[config.mk]
export PLATFORM = sky130hd
export DESIGN_NAME = wildcard_byte_pattern_scan_core_flat
export DESIGN_NICKNAME = d
export VERILOG_FILES = /design/src/rtl/core/wbps_pkg.sv /design/src/rtl/core/wbps_in_if.sv /design/src/rtl/core/wbps_out_if.sv /design/src/rtl/core/wbps_cell.sv /design/src/rtl/core/wbps_chain.sv /design/src/rtl/core/wildcard_byte_pattern_scan_core.sv /design/src/flat_wrapper.sv
export SDC_FILE = /design/constraint.sdc
export NUM_CORES = 2
export LEC_CHECK = 0
export BUFFER_PORTS_ARGS = -buffer_cell sky130_fd_sc_hd__buf_2
export CAP_MARGIN = 20
export CORE_UTILIZATION = 30
export CTS_CLUSTER_DIAMETER = 100
export DETAILED_ROUTE_END_ITERATION = 7
export GPL_ROUTABILITY_DRIVEN = 0
export PLACE_DENSITY = 0.49
export SLEW_MARGIN = 5
export SYNTH_ARGS = -nofsm -noshare
export SYNTH_HDL_FRONTEND = slang
export SYNTH_SLANG_ARGS = --single-unit
[constraint.sdc]
create_clock -name clk -period 11.2 [get_ports clk]
set_input_delay 0.56 -clock clk [delete_from_list [all_inputs] [get_ports clk]]
set_output_delay 0.56 -clock clk [all_outputs]
set_load 0.02 [all_outputs]
[src/rtl/core/wbps_pkg.sv]
package wbps_pkg;

    localparam int PATTERN_MAX_DEF = 32;
    localparam int LEN_W           = 6;
    localparam int IDX_W           = 5;
    localparam int BYTE_W          = 8;
    localparam int ADDR_W          = 32;
    localparam int CFG_IDX_W       = 2;

    localparam logic [BYTE_W-1:0] WILDCARD = 8'hff;

    localparam logic KIND_SIG  = 1'b0;
    localparam logic KIND_DATA = 1'b1;

    localparam logic [CFG_IDX_W-1:0] CFG_LEN    = 2'd0;
    localparam logic [CFG_IDX_W-1:0] CFG_BASE   = 2'd1;
    localparam logic [CFG_IDX_W-1:0] CFG_OFFSET = 2'd2;

    typedef struct packed {
        logic              sig_we;
        logic [IDX_W-1:0]  sig_index;
        logic              shift_en;
        logic [BYTE_W-1:0] byte_value;
    } row_cmd_t;

endpackage

[src/rtl/core/wbps_in_if.sv]
interface wbps_in_if;
    logic                         valid;
    logic                         ready;
    logic                         kind;
    logic [wbps_pkg::IDX_W-1:0]   pattern_index;
    logic [wbps_pkg::BYTE_W-1:0]  byte_value;
    logic                         last_byte;

    modport source (output valid, kind, pattern_index, byte_value, last_byte, input ready);
    modport sink   (input valid, kind, pattern_index, byte_value, last_byte, output ready);
endinterface

[src/rtl/core/wbps_out_if.sv]
interface wbps_out_if;
    logic                         valid;
    logic                         ready;
    logic                         found;
    logic [wbps_pkg::ADDR_W-1:0]  match_address;

    modport source (output valid, found, match_address, input ready);
    modport sink   (input valid, found, match_address, output ready);
endinterface

[src/rtl/core/wbps_cell.sv]
module wbps_cell (
    input  logic                        clk,
    input  logic                        sig_we,
    input  logic [wbps_pkg::BYTE_W-1:0] sig_data,
    input  logic                        win_en,
    input  logic                        at_tail,
    input  logic [wbps_pkg::BYTE_W-1:0] tail_byte,
    input  logic [wbps_pkg::BYTE_W-1:0] neigh_byte,
    input  logic                        active,
    output logic [wbps_pkg::BYTE_W-1:0] win_byte,
    output logic                        hit
);
    import wbps_pkg::*;

    logic [BYTE_W-1:0] sig_reg;
    logic [BYTE_W-1:0] win_reg;
    logic [BYTE_W-1:0] win_next;

    assign win_next = at_tail ? tail_byte : neigh_byte;

    always_ff @(posedge clk)
    begin
        if (sig_we)
        begin
            sig_reg <= sig_data;
        end
        if (win_en)
        begin
            win_reg <= win_next;
        end
    end

    assign win_byte = win_reg;
    assign hit      = !active || (sig_reg == WILDCARD) || (sig_reg == win_reg);

endmodule

[src/rtl/core/wbps_chain.sv]
module wbps_chain #(
    parameter int PATTERN_MAX = wbps_pkg::PATTERN_MAX_DEF
) (
    input  logic                       clk,
    input  logic                       rst_n,
    input  wbps_pkg::row_cmd_t         cmd,
    input  logic                       realign_start,
    input  logic [wbps_pkg::LEN_W-1:0] len,
    input  logic [wbps_pkg::LEN_W-1:0] len_m1,
    output logic                       busy,
    output logic                       all_hit
);
    import wbps_pkg::*;

    localparam int SW_W = (PATTERN_MAX > 1) ? $clog2(PATTERN_MAX) : 1;

    logic [BYTE_W-1:0]      age_reg  [PATTERN_MAX];
    logic [BYTE_W-1:0]      age_next [PATTERN_MAX];
    logic [BYTE_W-1:0]      win      [PATTERN_MAX];
    logic [PATTERN_MAX-1:0] tail;
    logic [PATTERN_MAX-1:0] active;
    logic [PATTERN_MAX-1:0] sig_sel;
    logic [PATTERN_MAX-1:0] hit;
    logic [BYTE_W-1:0]      tap;
    logic [BYTE_W-1:0]      tail_byte;
    logic                   win_en;
    logic                   fill_en;
    logic                   sweep_end;
    logic                   busy_reg;
    logic                   again_reg;
    logic [SW_W-1:0]        sweep_reg;

    always_comb
    begin
        tap = '0;
        for (int k = 0; k < PATTERN_MAX; k++)
        begin
            tail[k]    = ({{(32-LEN_W){1'b0}}, len_m1} == 32'(k));
            active[k]  = (32'(k) < {{(32-LEN_W){1'b0}}, len});
            sig_sel[k] = cmd.sig_we && ({{(32-IDX_W){1'b0}}, cmd.sig_index} == 32'(k));
            if (tail[k])
            begin
                tap = tap | age_reg[k];
            end
        end
    end

    assign fill_en   = busy_reg &&
                       ({{(32-SW_W){1'b0}}, sweep_reg} < {{(32-LEN_W){1'b0}}, len});
    assign win_en    = busy_reg ? fill_en : cmd.shift_en;
    assign tail_byte = busy_reg ? tap : cmd.byte_value;
    assign sweep_end = busy_reg && (sweep_reg == SW_W'(PATTERN_MAX - 1));

    // age line: newest at entry 0; rotate during a realign sweep
    always_comb
    begin
        for (int k = 0; k < PATTERN_MAX; k++)
        begin
            if (k == 0)
            begin
                age_next[k] = busy_reg ? age_reg[PATTERN_MAX-1] : cmd.byte_value;
            end
            else
            begin
                age_next[k] = age_reg[k-1];
            end
        end
    end

    always_ff @(posedge clk)
    begin
        if (busy_reg || cmd.shift_en)
        begin
            for (int k = 0; k < PATTERN_MAX; k++)
            begin
                age_reg[k] <= age_next[k];
            end
        end
    end

    always_ff @(posedge clk or negedge rst_n)
    begin
        if (!rst_n)
        begin
            busy_reg  <= 1'b0;
            again_reg <= 1'b0;
            sweep_reg <= '0;
        end
        else if (!busy_reg)
        begin
            if (realign_start)
            begin
                busy_reg  <= 1'b1;
                sweep_reg <= '0;
            end
        end
        else if (sweep_end)
        begin
            sweep_reg <= '0;
            again_reg <= 1'b0;
            if (!(again_reg || realign_start))
            begin
                busy_reg <= 1'b0;
            end
        end
        else
        begin
            sweep_reg <= sweep_reg + 1'b1;
            if (realign_start)
            begin
                again_reg <= 1'b1;
            end
        end
    end

    for (genvar k = 0; k < PATTERN_MAX; k++)
    begin : g_cell
        logic [BYTE_W-1:0] neigh;
        if (k == PATTERN_MAX - 1)
        begin : g_end
            assign neigh = '0;
        end
        else
        begin : g_mid
            assign neigh = win[k+1];
        end

        wbps_cell u_cell (
            .clk        (clk),
            .sig_we     (sig_sel[k]),
            .sig_data   (cmd.byte_value),
            .win_en     (win_en),
            .at_tail    (tail[k]),
            .tail_byte  (tail_byte),
            .neigh_byte (neigh),
            .active     (active[k]),
            .win_byte   (win[k]),
            .hit        (hit[k])
        );
    end

    assign busy    = busy_reg;
    assign all_hit = &hit;

endmodule

[src/rtl/core/wildcard_byte_pattern_scan_core.sv]
// Wildcard byte signature scanner.
// item_in carries signature writes (kind 0, stored at pattern_index) and data
// bytes (kind 1, last_byte closes the region). result_out carries found and
// match_address: the first match once per arming, or not found on a region's
// last byte. Registers are written through cfg_we/cfg_index/cfg_data.
// Throughput: one item per cycle while item_in.ready is not held low by a
// realign sweep or a stalled result. A result is registered through a row
// of PATTERN_MAX compare cells, one pending stage and the output register.
// A pattern_length write starts a realign sweep that reloads the compare
// row from the byte history; item_in.ready stays low during it (a second
// length write in the sweep adds one more sweep).
// Reset clears the byte count, the report flag and the registers (length 1,
// base and offset 0); signature bytes hold garbage until written.
// When result_out stalls, a pending item that makes a result holds and
// item_in.ready drops; items that make no result keep flowing.
module wildcard_byte_pattern_scan_core #(
    parameter int PATTERN_MAX = wbps_pkg::PATTERN_MAX_DEF
) (
    input  logic                            clk,
    input  logic                            rst_n,
    wbps_in_if.sink                         item_in,
    wbps_out_if.source                      result_out,
    input  logic                            cfg_we,
    input  logic [wbps_pkg::CFG_IDX_W-1:0]  cfg_index,
    input  logic [wbps_pkg::ADDR_W-1:0]     cfg_data
);
    import wbps_pkg::*;

    logic [LEN_W-1:0]  len_reg;
    logic [LEN_W-1:0]  len_m1_reg;
    logic              len_ok_reg;
    logic [ADDR_W-1:0] base_reg;
    logic [ADDR_W-1:0] offset_reg;
    logic [ADDR_W-1:0] bo_reg;
    logic [ADDR_W-1:0] bytes_seen_reg;
    logic [ADDR_W-1:0] bytes_seen_next;
    logic              match_reported_reg;
    logic              pend_valid_reg;
    logic              pend_last_reg;
    logic              pend_ge_reg;
    logic [ADDR_W-1:0] pend_start_reg;
    logic              out_valid_reg;
    logic              found_reg;
    logic [ADDR_W-1:0] addr_reg;

    logic              busy;
    logic              all_hit;
    logic              realign_start;
    logic              in_acc;
    logic              acc_data;
    logic              acc_sig;
    logic              sat;
    logic              ge_next;
    logic [ADDR_W-1:0] start_next;
    logic              match_hit;
    logic              pend_result;
    logic              out_free;
    logic              pend_move;
    row_cmd_t          cmd;
    logic [LEN_W-1:0]  cfg_len;

    assign out_free    = !out_valid_reg || result_out.ready;
    assign match_hit   = len_ok_reg && pend_ge_reg && all_hit;
    assign pend_result = pend_valid_reg && !match_reported_reg && (match_hit || pend_last_reg);
    assign pend_move   = !pend_result || out_free;

    assign item_in.ready = !busy && pend_move;
    assign in_acc        = item_in.valid && item_in.ready;
    assign acc_data      = in_acc && (item_in.kind == KIND_DATA);
    assign acc_sig       = in_acc && (item_in.kind == KIND_SIG);

    assign cfg_len       = cfg_data[LEN_W-1:0];
    assign realign_start = cfg_we && (cfg_index == CFG_LEN);

    assign cmd.sig_we     = acc_sig;
    assign cmd.sig_index  = item_in.pattern_index;
    assign cmd.shift_en   = acc_data;
    assign cmd.byte_value = item_in.byte_value;

    // match start and length check, computed against the count before increment
    assign sat        = &bytes_seen_reg;
    assign ge_next    = sat ||
                        (bytes_seen_reg >= {{(ADDR_W-LEN_W){1'b0}}, len_m1_reg});
    assign start_next = sat ? (bytes_seen_reg - {{(ADDR_W-LEN_W){1'b0}}, len_reg})
                            : (bytes_seen_reg - {{(ADDR_W-LEN_W){1'b0}}, len_m1_reg});
    assign bytes_seen_next = item_in.last_byte ? '0
                           : (sat ? bytes_seen_reg : bytes_seen_reg + 1'b1);

    always_ff @(posedge clk or negedge rst_n)
    begin
        if (!rst_n)
        begin
            len_reg    <= LEN_W'(1);
            len_m1_reg <= '0;
            len_ok_reg <= 1'b1;
            base_reg   <= '0;
            offset_reg <= '0;
            bo_reg     <= '0;
        end
        else if (cfg_we)
        begin
            unique case (cfg_index)
                CFG_LEN:
                begin
                    len_reg    <= cfg_len;
                    len_m1_reg <= cfg_len - 1'b1;
                    len_ok_reg <= (cfg_len != '0) &&
                                  ({{(32-LEN_W){1'b0}}, cfg_len} <= 32'(PATTERN_MAX));
                end
                CFG_BASE:
                begin
                    base_reg <= cfg_data;
                    bo_reg   <= cfg_data + offset_reg;
                end
                CFG_OFFSET:
                begin
                    offset_reg <= cfg_data;
                    bo_reg     <= base_reg + cfg_data;
                end
                default:
                begin
                end
            endcase
        end
    end

    always_ff @(posedge clk or negedge rst_n)
    begin
        if (!rst_n)
        begin
            bytes_seen_reg     <= '0;
            match_reported_reg <= 1'b0;
            pend_valid_reg     <= 1'b0;
            out_valid_reg      <= 1'b0;
        end
        else
        begin
            if (acc_data)
            begin
                bytes_seen_reg <= bytes_seen_next;
            end

            if (acc_sig)
            begin
                match_reported_reg <= 1'b0;
            end
            else if (pend_result && out_free && match_hit)
            begin
                match_reported_reg <= 1'b1;
            end

            if (pend_move)
            begin
                pend_valid_reg <= acc_data;
            end

            if (pend_result && out_free)
            begin
                out_valid_reg <= 1'b1;
            end
            else if (result_out.ready)
            begin
                out_valid_reg <= 1'b0;
            end
        end
    end

    always_ff @(posedge clk)
    begin
        if (acc_data)
        begin
            pend_last_reg  <= item_in.last_byte;
            pend_ge_reg    <= ge_next;
            pend_start_reg <= start_next;
        end
        if (pend_result && out_free)
        begin
            found_reg <= match_hit;
            addr_reg  <= match_hit ? (bo_reg + pend_start_reg) : '0;
        end
    end

    wbps_chain #(
        .PATTERN_MAX (PATTERN_MAX)
    ) u_chain (
        .clk           (clk),
        .rst_n         (rst_n),
        .cmd           (cmd),
        .realign_start (realign_start),
        .len           (len_reg),
        .len_m1        (len_m1_reg),
        .busy          (busy),
        .all_hit       (all_hit)
    );

    assign result_out.valid         = out_valid_reg;
    assign result_out.found         = found_reg;
    assign result_out.match_address = addr_reg;

    a_sig_rearms: assert property (@(posedge clk) disable iff (!rst_n)
        acc_sig |=> !match_reported_reg)
        else $error("signature write did not rearm reporting");

    a_no_item_in_sweep: assert property (@(posedge clk) disable iff (!rst_n)
        busy |-> !in_acc)
        else $error("item accepted during realign sweep");

    a_pend_holds: assert property (@(posedge clk) disable iff (!rst_n)
        pend_result && !out_free |=> pend_valid_reg && $stable(pend_start_reg))
        else $error("pending result lost while output stalled");

    a_not_found_zero: assert property (@(posedge clk) disable iff (!rst_n)
        out_valid_reg && !found_reg |-> addr_reg == '0)
        else $error("not-found result carries an address");

    a_one_report: assert property (@(posedge clk) disable iff (!rst_n)
        match_reported_reg && !acc_sig |=> !(pend_result && match_hit))
        else $error("second match reported without rearm");

endmodule

[src/flat_wrapper.sv]
// flat-port wrapper written by rule: the top's interface ports become plain ports
module wildcard_byte_pattern_scan_core_flat import wbps_pkg::*;
#(
    parameter int PATTERN_MAX = wbps_pkg::PATTERN_MAX_DEF
)
  (clk, rst_n, cfg_we, cfg_index, cfg_data, item_in_valid, item_in_kind, item_in_pattern_index, item_in_byte_value, item_in_last_byte, item_in_ready, result_out_valid, result_out_found, result_out_match_address, result_out_ready);
  wbps_in_if item_in_i ();
  wbps_out_if result_out_i ();
  input  logic clk;
  input  logic rst_n;
  input  logic cfg_we;
  input  logic [wbps_pkg::CFG_IDX_W-1:0] cfg_index;
  input  logic [wbps_pkg::ADDR_W-1:0] cfg_data;
  input wire logic [$bits(item_in_i.valid)-1:0] item_in_valid;
  input wire logic [$bits(item_in_i.kind)-1:0] item_in_kind;
  input wire logic [$bits(item_in_i.pattern_index)-1:0] item_in_pattern_index;
  input wire logic [$bits(item_in_i.byte_value)-1:0] item_in_byte_value;
  input wire logic [$bits(item_in_i.last_byte)-1:0] item_in_last_byte;
  output wire logic [$bits(item_in_i.ready)-1:0] item_in_ready;
  output wire logic [$bits(result_out_i.valid)-1:0] result_out_valid;
  output wire logic [$bits(result_out_i.found)-1:0] result_out_found;
  output wire logic [$bits(result_out_i.match_address)-1:0] result_out_match_address;
  input wire logic [$bits(result_out_i.ready)-1:0] result_out_ready;
  assign item_in_i.valid = item_in_valid;
  assign item_in_i.kind = item_in_kind;
  assign item_in_i.pattern_index = item_in_pattern_index;
  assign item_in_i.byte_value = item_in_byte_value;
  assign item_in_i.last_byte = item_in_last_byte;
  assign item_in_ready = item_in_i.ready;
  assign result_out_valid = result_out_i.valid;
  assign result_out_found = result_out_i.found;
  assign result_out_match_address = result_out_i.match_address;
  assign result_out_i.ready = result_out_ready;
  wildcard_byte_pattern_scan_core #(.PATTERN_MAX(PATTERN_MAX)) u_core (.clk(clk), .rst_n(rst_n), .item_in(item_in_i), .result_out(result_out_i), .cfg_we(cfg_we), .cfg_index(cfg_index), .cfg_data(cfg_data));
endmodule
==> results.tsv <==
metric	value	unit
CP arrival	6540	ps
CTS H-tree depth	3	
CTS tree	yes	
Tmin final	6210	ps
Die H	387	um
Crit path top cell by count	buf_4	
maxcap violations	0	
Setup Crit Path Kind	flop to flop	
via/cell ratio	5.14	
Worst-Skew Late Latency	750	ps
NetSw	0.00401	W
post-route clock period utilization	55.4	%
Worst path slowest cell	dfrtp_1	
Post-synth EDFFs	835	
final slew viol count	0	
ys flop type	edfxtp_1	
Final setup violation count	0	
Reg area	28900	um2
Core Box Area	146000	um2
vias	27000	
crit path max fanout	70	
fillers	14000	
Hold Path Class	primary input to flop	
final hold vios	0	
Peak Freq	0.161	GHz
leakage	18.5	nW
mapped cell area	44500	um2
Total GRT Usage	16.9	%
first-pass GRT wire length	188000	um
HPWL after DPL	83200	um
crit-path cells	inv_1 -> a221oi_1 -> nor4_1 -> nand4_1 -> nor2_1 -> nand3_2 -> buf_4 -> a21oi_4 -> buf_4 -> nand2b_4 -> buf_4 -> buf_4	
worst slew pin tran	1080	ps
WL/cell	24.6	um
post_cts resized	0	
antenna violations before repair	9	
Reg power frac	49.9	%
CTS Buffer Depth	3	
Avg Cell Area, Syn	14.4	um2
synth warn	0	
Critical Path End Type	flop	
hold path cells	2	
Die X	387	um
syn_nets	3236	
row count	140	
Initial DRC Count	2237	
Power Density	251	nW/um2
TritonRoute pass-1 iters	5	
peak supply drop	0.000139	V
top-level port count	89	
Clock Sinks	986	
clock share of power	28.7	%
CTS root buf	clkbuf_16	
Synth Instances	3092	
Seq/Total Area, Yosys	64.8	%
CTS clk-pin slew, worst paths	60	ps
Sw Ratio	31.2	%
vias in the first global route	27200	
Setup Skew	59.3	ps
die area	150000	um2
slowest stage delay, CP	890	ps
DRC	0	
Cell Int Power	0.00885	W
largest net degree at the start of global routing	157	
hold path start	cfg_data[16]	
reg2reg start	u_core.len_reg[5]	
Worst Path Required	11530	ps
unique cell type count in the Yosys netlist	84	
Worst Setup SP	u_core.len_reg[5]	
antenna-violating nets left	0	
most frequent cells in the layout	edfxtp_1, mux2_2, xor2_1	
Gate power share	21.4	%
status	completed	
crit start category	flop	
Port Buffers	88	
total power after layout	0.0129	W
R2R depth	12	
layout cell share with drive strength beyond 1	22.1	%
worst relative slew slack	28.2	%
flops & latches, synth	986	
grt total ovfl	0	
post-synthesis async set-or-reset flop share	15.3	%
area of the multi-input gates	15300	um2
most common cell after layout, fill and taps aside	edfxtp_1	
clock buffer count from CTS	108	
nets	3381	
Initial Util	30.4	%
area added between synthesis and finish	15.3	%
Util after Layout	35.0	%
drt total wl	129000	um
RSZ-0062 raised after global routing	false	
Sum Neg Setup Slack	0	ps
-- Yosys cell counts (all sizes together) (14+ instances only) --
cell type  number  area (um2)
o22ai          14        87.6
xor2          286        2500
clkbuf         97         364
a22oi          65         488
o21ai          95         475
inv            42         158
a221oi         41         359
nor4           78         488
nand3          35         198
mux2          355        4000
a21oi          91         467
a22o           33         289
nor3           40         200
buf            20         101
dfrtp         149        3730
a21o           28         210
nand4         109         682
nor2b          15        93.8
edfxtp        835       25100
nand2         117         442
nor2          180         678
xnor2          78         683
nand2b         17         106
or3            17         106
and3           17         116
ha             86        1080
-- logic make-up after synthesis --
group / count (synthesis) / share of synthesized area (%)
AOI/OAI and AO/OA: 457 / 7.00
xor gates and xnor gates: 364 / 7.16
adders and majority gates: 90 / 2.60
buffers and inverters: 159 / 1.40
DFF: 986 / 64.8
muxes: 359 / 9.08
and+or+nand+nor: 677 / 7.91
-- metrics by stage --
step                setup slack [ps]  hold WS, ps  std cells  area, um2
floorplan                       2720          264       3092      44500
global placement                5100          428       5042      47600
detailed placement              5040          434       5042      47600
CTS                             5010         29.3       5243      51300
global route                    4650         63.8       5244      51300
finish                          4990         84.6       5246      51300
-- power by group through the flow --
stage          clock network, W  registers (W)  logic, W
4_1_cts                 0.00378        0.00640   0.00277
6_report                0.00369        0.00641   0.00276
3_3_place_gp                  0        0.00647   0.00275
5_1_grt                 0.00389        0.00652   0.00301
3_5_place_dp                  0        0.00644   0.00275
2_1_floorplan                 0        0.00615   0.00188
-- layout make-up --
cell class / instances / area share (%)
antenna: 2 / 0.00976
clock buffer: 131 / 5.54
multi-input combinational: 1947 / 29.8
tap: 1917 / 4.68
timing repair buffer: 152 / 1.84
inverter: 42 / 0.307
sequential: 986 / 56.2
clock inverter: 69 / 1.61
-- critical path: cells and delay by family (launching register included) --
kind                   cells  cell delay (ps)
and+or+nand+nor            5             1190
DFF                        1              890
AOI/OAI and AO/OA          2              930
buffers and inverters      5             2670
-- per-layer routing --
layer | track usage [%] | part of all wire (%) | up-vias
met5 | 0 | 0.049 | -
met4 | 4.81 | 2.6 | 8
met2 | 26.9 | 46 | 801
li1 | - | - | 12200
met3 | 2.82 | 5.7 | 192
met1 | 23.8 | 46 | 13700
-- final timing paths --
kind,endpoint,slack (ps)
worst max register to register,u_core.u_chain.age_reg[0][77],4990
max in group asynchronous,u_core.base_reg[28],9220
worst min-delay path,u_core.offset_reg[16],80
worst min register to register,u_core.u_chain.age_reg[0][14],440
min in group asynchronous,u_core.result_out.valid,500
worst max-delay path,u_core.u_chain.age_reg[0][77],4990
-- timing repair --
item	CTS	global route
hold endpoints to repair	80	0
setup buffers	0	0
hold buffers	1	0
No activity file was read; power rests on OpenSTA's default activity.
